`src/design/rfg_cell.sv`:
```
// One stage of the root pipeline: settles one bit of the integer square root.
// Depends on nothing; chained by rfg_sqrt.
module rfg_cell #(
  parameter int unsigned VW = 50,
  parameter int unsigned RW = 25,
  parameter int unsigned BIT = 0
) (
  input  logic          clk,
  input  logic [VW-1:0] rem_in,
  input  logic [RW-1:0] root_in,
  output logic [VW-1:0] rem_out,
  output logic [RW-1:0] root_out
);
  logic [VW-1:0] trial;
  logic [VW-1:0] rt_ext;
  always_comb begin
    rt_ext = VW'(root_in);
    trial = (rt_ext << (BIT + 1)) | (VW'(1) << (2 * BIT));
  end
  always_ff @(posedge clk) begin
    if (rem_in >= trial) begin
      rem_out <= rem_in - trial;
      root_out <= root_in | (RW'(1) << BIT);
    end else begin
      rem_out <= rem_in;
      root_out <= root_in;
    end
  end
endmodule

```
`src/design/rfg_sqrt.sv`:
```
// Chain of rfg_cell stages computing floor(sqrt(value)), one bit per stage.
// Depends on rfg_cell.
module rfg_sqrt #(
  parameter int unsigned VW = 50,
  parameter int unsigned RW = 25
) (
  input  logic          clk,
  input  logic [VW-1:0] value,
  output logic [RW-1:0] root
);
  logic [VW-1:0] rem [RW+1];
  logic [RW-1:0] rt [RW+1];
  assign rem[0] = value;
  assign rt[0] = '0;
  for (genvar g = 0; g < RW; g++) begin : g_cell
    rfg_cell #(.VW(VW), .RW(RW), .BIT(RW - 1 - g)) u_cell (
      .clk(clk), .rem_in(rem[g]), .root_in(rt[g]),
      .rem_out(rem[g+1]), .root_out(rt[g+1]));
  end
  assign root = rt[RW];
endmodule

```
`config.mk`:
```
export PLATFORM = sky130hd
export DESIGN_NAME = rfg_sqrt
export DESIGN_NICKNAME = d
export VERILOG_FILES = /design/src/design/rfg_cell.sv /design/src/design/rfg_sqrt.sv
export SDC_FILE = /design/constraint.sdc
export NUM_CORES = 2
export LEC_CHECK = 0
export ABC_AREA = 1
export CAP_MARGIN = 0
export CORE_MARGIN = 10
export CORE_UTILIZATION = 41
export CTS_CLUSTER_SIZE = 25
export DETAILED_ROUTE_END_ITERATION = 8
export DONT_BUFFER_PORTS = 1
export HOLD_SLACK_MARGIN = 0.02
export SLEW_MARGIN = 20
export SYNTH_ARGS = -nofsm -noshare
export SYNTH_HDL_FRONTEND = slang
export SYNTH_SLANG_ARGS = --single-unit
```
`constraint.sdc`:
```
create_clock -name clk -period 6.37 [get_ports clk]
set_clock_uncertainty 0.05 [all_clocks]
set_input_delay 1.274 -clock clk [delete_from_list [all_inputs] [get_ports clk]]
set_output_delay 1.274 -clock clk [all_outputs]
set_load 0.01 [all_outputs]
```
==> Word level (Yosys, flattened, before mapping) <==
Index checks and enable logic that the tools add are counted.
{ "word_totals": {"elab_cells": 147, "in_bits": 51, "reg_bits": 1825} }
{ "op_classes": {"order_cmp": 25, "muxes": 25, "add_sub_neg": 24} }
{ "ops": {"columns": ["operator", "count"], "rows": [
  ["two-way mux 50 bit", 24],
  ["greater-or-equal comparator 50 x 26 -> 1 bit", 1],
  ["greater-or-equal comparator 50 x 27 -> 1 bit", 1],
  ["greater-or-equal comparator 50 x 28 -> 1 bit", 1],
  ["greater-or-equal comparator 50 x 29 -> 1 bit", 1],
  ["greater-or-equal comparator 50 x 30 -> 1 bit", 1],
  ["greater-or-equal comparator 50 x 31 -> 1 bit", 1],
  ["greater-or-equal comparator 50 x 32 -> 1 bit", 1],
  ["greater-or-equal comparator 50 x 33 -> 1 bit", 1],
  ["greater-or-equal comparator 50 x 34 -> 1 bit", 1],
  ["greater-or-equal comparator 50 x 35 -> 1 bit", 1],
  ["greater-or-equal comparator 50 x 36 -> 1 bit", 1],
  ["greater-or-equal comparator 50 x 37 -> 1 bit", 1],
  ["greater-or-equal comparator 50 x 38 -> 1 bit", 1],
  ["greater-or-equal comparator 50 x 39 -> 1 bit", 1],
  ["greater-or-equal comparator 50 x 40 -> 1 bit", 1],
  ["greater-or-equal comparator 50 x 41 -> 1 bit", 1],
  ["greater-or-equal comparator 50 x 42 -> 1 bit", 1],
  ["greater-or-equal comparator 50 x 43 -> 1 bit", 1],
  ["greater-or-equal comparator 50 x 44 -> 1 bit", 1],
  ["greater-or-equal comparator 50 x 45 -> 1 bit", 1],
  ["greater-or-equal comparator 50 x 46 -> 1 bit", 1],
  ["greater-or-equal comparator 50 x 47 -> 1 bit", 1],
  ["greater-or-equal comparator 50 x 48 -> 1 bit", 1],
  ["other kinds (27)", 27]
]} }

==> Longest topological paths before layout <==
{ "logic_depth": {"depth_word": 2, "ltp_mapped": 17, "ltp_nobuf": 16} }

==> Cells and area by module <==
Synthesis repeated with hierarchy kept, for this count alone.
{ "unflattened": {"hier_cells": 18383, "area_unflattened_um2": 115854.9} }
{ "by_module_without_submodules": {"columns": ["mod", "area_each_um2", "cells_per_inst", "instances"], "rows": [
  ["rfg_cell at g_cell[24].u_cell", 5345.1, 905, 1],
  ["rfg_cell at g_cell[22].u_cell", 5235.0, 845, 1],
  ["rfg_cell at g_cell[23].u_cell", 5235.0, 856, 1],
  ["rfg_cell at g_cell[20].u_cell", 5109.9, 816, 1],
  ["rfg_cell at g_cell[19].u_cell", 5104.9, 817, 1],
  ["rfg_cell at g_cell[21].u_cell", 5018.6, 839, 1],
  ["rfg_cell at g_cell[17].u_cell", 4907.2, 771, 1],
  ["rfg_cell at g_cell[18].u_cell", 4882.2, 793, 1],
  ["rfg_cell at g_cell[15].u_cell", 4680.7, 737, 1],
  ["rfg_cell at g_cell[16].u_cell", 4673.2, 780, 1],
  ["rfg_cell at g_cell[14].u_cell", 4665.7, 736, 1],
  ["rfg_cell at g_cell[8].u_cell", 4647.0, 739, 1],
  ["rfg_cell at g_cell[12].u_cell", 4573.1, 702, 1],
  ["rfg_cell at g_cell[13].u_cell", 4528.1, 720, 1],
  ["12 more rows", null, null, null]
]} }

==> Worst setup path before layout <==
No wires, ideal clock.
{ "synth_path": {"kind": "reg-to-reg", "start": "reg g_cell[19].u_cell.root_out[12]", "end": "reg g_cell[20].u_cell.rem_out[37]", "period_less_slack_ns": 2.022, "t_arrival_ns": 1.857, "slack_ns": 4.348, "path_buffers": 2, "required_ns": 6.205, "path_stages_with_launch": 17, "path_cell_list": "dfxtp_1 > inv_1 > ha_1 > nand2_2 > inv_1 > nand2_1 > nand2_1 > inv_1 > nand3_1 > nand2_1 > inv_1 > nor2_2 > nand2_4 > inv_2 > buf_6 > buf_6 > a21oi_2"} }
{ "synth_between": {"elab_chain_len": 2} }
{ "synth_lines": {"columns": ["item", "line_no", "source"], "rows": [
  ["from (decl)", "rfg_cell.sv:12", "output logic [RW-1:0] root_out"],
  ["from (signal assigned)", "rfg_cell.sv:23", "root_out <= root_in | (RW'(1) << BIT);"],
  ["from (signal assigned)", "rfg_cell.sv:26", "root_out <= root_in;"],
  ["subtractor 50 x 30 -> 50 bit / greater-or-equal comparator 50 x 30 -> 1 bit (equally long branches)", "rfg_cell.sv:22, rfg_cell.sv:21", null],
  ["two-way mux 50 bit *", "rfg_cell.sv:21", "if (rem_in >= trial) begin"],
  ["to (signal assigned)", "rfg_cell.sv:22", "rem_out <= rem_in - trial;"],
  ["to (signal assigned)", "rfg_cell.sv:25", "rem_out <= rem_in;"],
  ["to (decl)", "rfg_cell.sv:11", "output logic [VW-1:0] rem_out,"]
]} }
Every way passes the cells marked *; elsewhere a longest branch is shown, timed or not.
A chain may end at the register's enable or synchronous reset.

==> Final worst setup path <==
{ "layout_path": {"start": "reg g_cell[19].u_cell.root_out[6]", "end": "reg g_cell[20].u_cell.rem_out[9]"} }
{ "layout_between": {"elab_chain_len": 2} }
{ "layout_lines": {"columns": ["item", "line_no"], "rows": [
  ["greater-or-equal comparator 50 x 30 -> 1 bit", "rfg_cell.sv:21"],
  ["two-way mux 50 bit", "rfg_cell.sv:21"]
]} }
No other way between the ends.

==> reports/metrics.yaml <==
outcome: "complete, no violations"
critPathKind: "register to register"
netSwitchingPower_w: 0.01502
final_common_cell: "nand2_1"
grt_use_met1_pct: 31.64
synth_top_cell_area_share_pct: 43.14
grt_max_degree: 58
synthesis.nets: 10390
required_ns: 6.83
core_um2: 171500
postCtsHoldBufs: 0
finalSetupViolCount: 0
clock_latency_ns: 0.84
hold_depth: 0
drtIter0Drc: 4549
regToRegSetupSlack_ns: 2.52
fmaxAchievable_ghz: 0.2595
synth_cell_types: 60
postCtsSetupBuffers: 0
p_total_w: 0.03682
drc: 0
p_sw_share_pct: 40.79
p_seq_share_pct: 39.3
die_area_um2: 189600
h-tree-depth: 4
syn_area_um2: 70770
r2r-start: "g_cell[19].u_cell.root_out[6]"
rsz0062_at_grt: "false"
ys_ff_latch: 1525
min_to: "g_cell[21].u_cell.root_out[9]"
slowest_delay_ns: 0.77
finalCriticalPeriod_ns: 3.853
portBuffers: 0
drive_gt1_share_pct: 4.249
clkPwrFrac_pct: 27.2
end_kind: "register"
critPathTopFamily: "simple AND/OR/NAND/NOR gates"
clock_path_buffers: 3
ys_seq_area_share_pct: 43.14
synth_warnings: 0
final_cell_mix: "nand2_1 (3,112), inv_1 (1,559), dfxtp_1 (1,525)"
min_path_type: "register to register"
power_density_nw_per_um2: 466.5
clockRootBuffer: "clkbuf_16"
crit_top_cell: "nand2_1"
grt_overflow: 0
avgSynthCellArea_um2: 7.079
fin_hold_ws_ns: 0.2629
synthArstFlopShare_pct: 0
reg2reg_depth: 14
antenna_left: 0
synth_area_leaders: "dfxtp_1 (43%), nand2_1 (17%), inv_1 (8.3%), ha_1 (6.1%), nor2_1 (5.9%)"
synth_top_area_cell: "dfxtp_1"
post-route-util_pct: 46.01
cts_resized: 0
wl_um: 237300
grt_pass1_wl_um: 356100
area_growth_pct: 11.54
met3_usage_pct: 3.005
antenna_found_initial: 12
pwr-share-comb_pct: 33.5
hold_viol_final: 0
start_util_pct: 41.25
hp-start: "g_cell[20].u_cell.root_out[9]"
synth_flop_cell: "dfxtp_1"
synth_edf_count: 0
crit_fanout: 49
power_leakage_nw: 39.81
crit_chain: "inv_1 > ha_1 > nand2_1 > nand2_1 > nand2_1 > nand2_1 > nand2_1 > nand3_1 > nand2_1 > inv_1 > nor2_2 > nand2_4 > inv_2 > o21ai_0"
io_pins: 76
cts.sinks: 1525
start_kind: "register"
maxSlewHeadroom_pct: 29.94
wl_per_cell_um: 18.94
gp_congestion: 1.015
maxCapViolations: 0
dpl.hpwl_um: 196500
grt_pass1_vias: 59990
r2r-end: "g_cell[20].u_cell.rem_out[9]"
cpMaxStageDelayCell: "inv_2"
drv_slew: 0
grt_busiest_layer: "met2"
cts_made_buffers: 163
dieWidth_um: 435.5
vias: 62290
cts_tree: "built"
syn_inst: 9996
fin_crit_sh_pct: 60.49
ir_drop_mv: 0.3157
track_usage_pct: 24.11
met2_usage_pct: 39.52
path_clk_slew_ns: 0.07
p_int_w: 0.02180
finalSetupTns_ns: 0
dr.pass1.iters: 8
cp_num_buf_inv: 3
num_rows: 152
fp.dieH_um: 435.5
nets: 10480
cp.arrival_ns: 4.31
vias_per_cell: 4.973
worst_slew_pin_slew_ns: 1.050
## cells in the mapped netlist, types with 5 or more instances
master,number
a21boi_0,12
a21o_1,21
a21oi_1,386
a21oi_2,52
and2_1,15
and3_1,5
buf_2,36
buf_4,18
buf_6,24
dfxtp_1,1525
ha_1,346
inv_1,1559
inv_2,9
nand2_1,3112
nand2_2,13
nand3_1,568
nand3_2,6
nand3b_1,47
nand4_1,175
nor2_1,1121
nor2_2,23
nor2_4,9
nor3_1,128
nor3b_1,6
nor4_1,68
o211ai_1,7
o21a_1,12
o21ai_0,267
o21ai_1,34
o21ai_2,11
o21bai_1,15
or2_2,20
xnor2_1,146
xor2_1,154
## routing by layer
metal  vias up  share of wire [%]
li1      31330                  -
met2      1820                 45
met1     28680                 45
met4         2                4.9
met5         -             0.0051
met3       455                5.0
## registers in the layout (all words and copies together) (netlist names)
signal                  count
g_cell.u_cell.rem_out    1200
g_cell.u_cell.root_out    325
## how the worst max path moves through the flow
stage | startpoint | to | slack [ns] | cells after the start
floorplan | g_cell[19].u_cell.root_out[12] | g_cell[20].u_cell.rem_out[37] | 4.35 | 16
global placement | g_cell[19].u_cell.root_out[6] | g_cell[20].u_cell.rem_out[9] | 2.70 | 14
detailed placement | g_cell[19].u_cell.root_out[6] | g_cell[20].u_cell.rem_out[9] | 2.71 | 14
CTS | g_cell[19].u_cell.root_out[6] | g_cell[20].u_cell.rem_out[9] | 2.63 | 14
global route | g_cell[19].u_cell.root_out[6] | g_cell[20].u_cell.rem_out[9] | 2.41 | 14
finish | g_cell[19].u_cell.root_out[6] | g_cell[20].u_cell.rem_out[9] | 2.52 | 14
## power groups by stage
stage	logic, W	clock network (W)	registers [W]
6_report	0.0123	0.0100	0.0145
4_1_cts	0.0123	0.0102	0.0144
2_1_floorplan	0.00914	0	0.0130
5_1_grt	0.0140	0.0106	0.0146
3_5_place_dp	0.0122	0	0.0146
3_3_place_gp	0.0121	0	0.0146
## final cells by class
| cell class | count | area, um^2 |
|---|---|---|
| diodes | 1 | 2.502 |
| clock buffers | 222 | 4663 |
| clock inverters | 74 | 1161 |
| fillers | 17760 | 92610 |
| inverters | 1570 | 5899 |
| multi-input cells | 6818 | 33740 |
| flip-flops and latches | 1525 | 30530 |
| well taps | 2310 | 2890 |
| repair buffers | 4 | 50.05 |
## metrics by stage
stage          std cells  area (um^2)  setup WS, ns
2_1_floorplan       9996        70770         4.348
3_3_place_gp       12230        73080         2.696
3_5_place_dp       12230        73080         2.712
4_1_cts            12520        78900         2.631
5_1_grt            12520        78930         2.411
6_report           12520        78930         2.517
## worst reg2reg max path: stages (launching register included)
cell and delay, ns:
dfxtp_1 0.59, inv_1 0.11, ha_1 0.41, nand2_1 0.13, nand2_1 0.05, nand2_1 0.05, nand2_1 0.05, nand2_1 0.07
nand3_1 0.16, nand2_1 0.11, inv_1 0.05, nor2_2 0.16, nand2_4 0.22, inv_2 0.78, o21ai_0 0.53
## kinds of logic after synthesis
logic type | Yosys count | share of synthesized area, %
flops | 1525 | 43.14
buf+inv | 1653 | 9.194
compound gates | 834 | 6.576
xor+xnor | 300 | 3.713
simple gates | 5338 | 31.26
fa+ha+maj | 346 | 6.118
(Power assumes the default switching activity.)
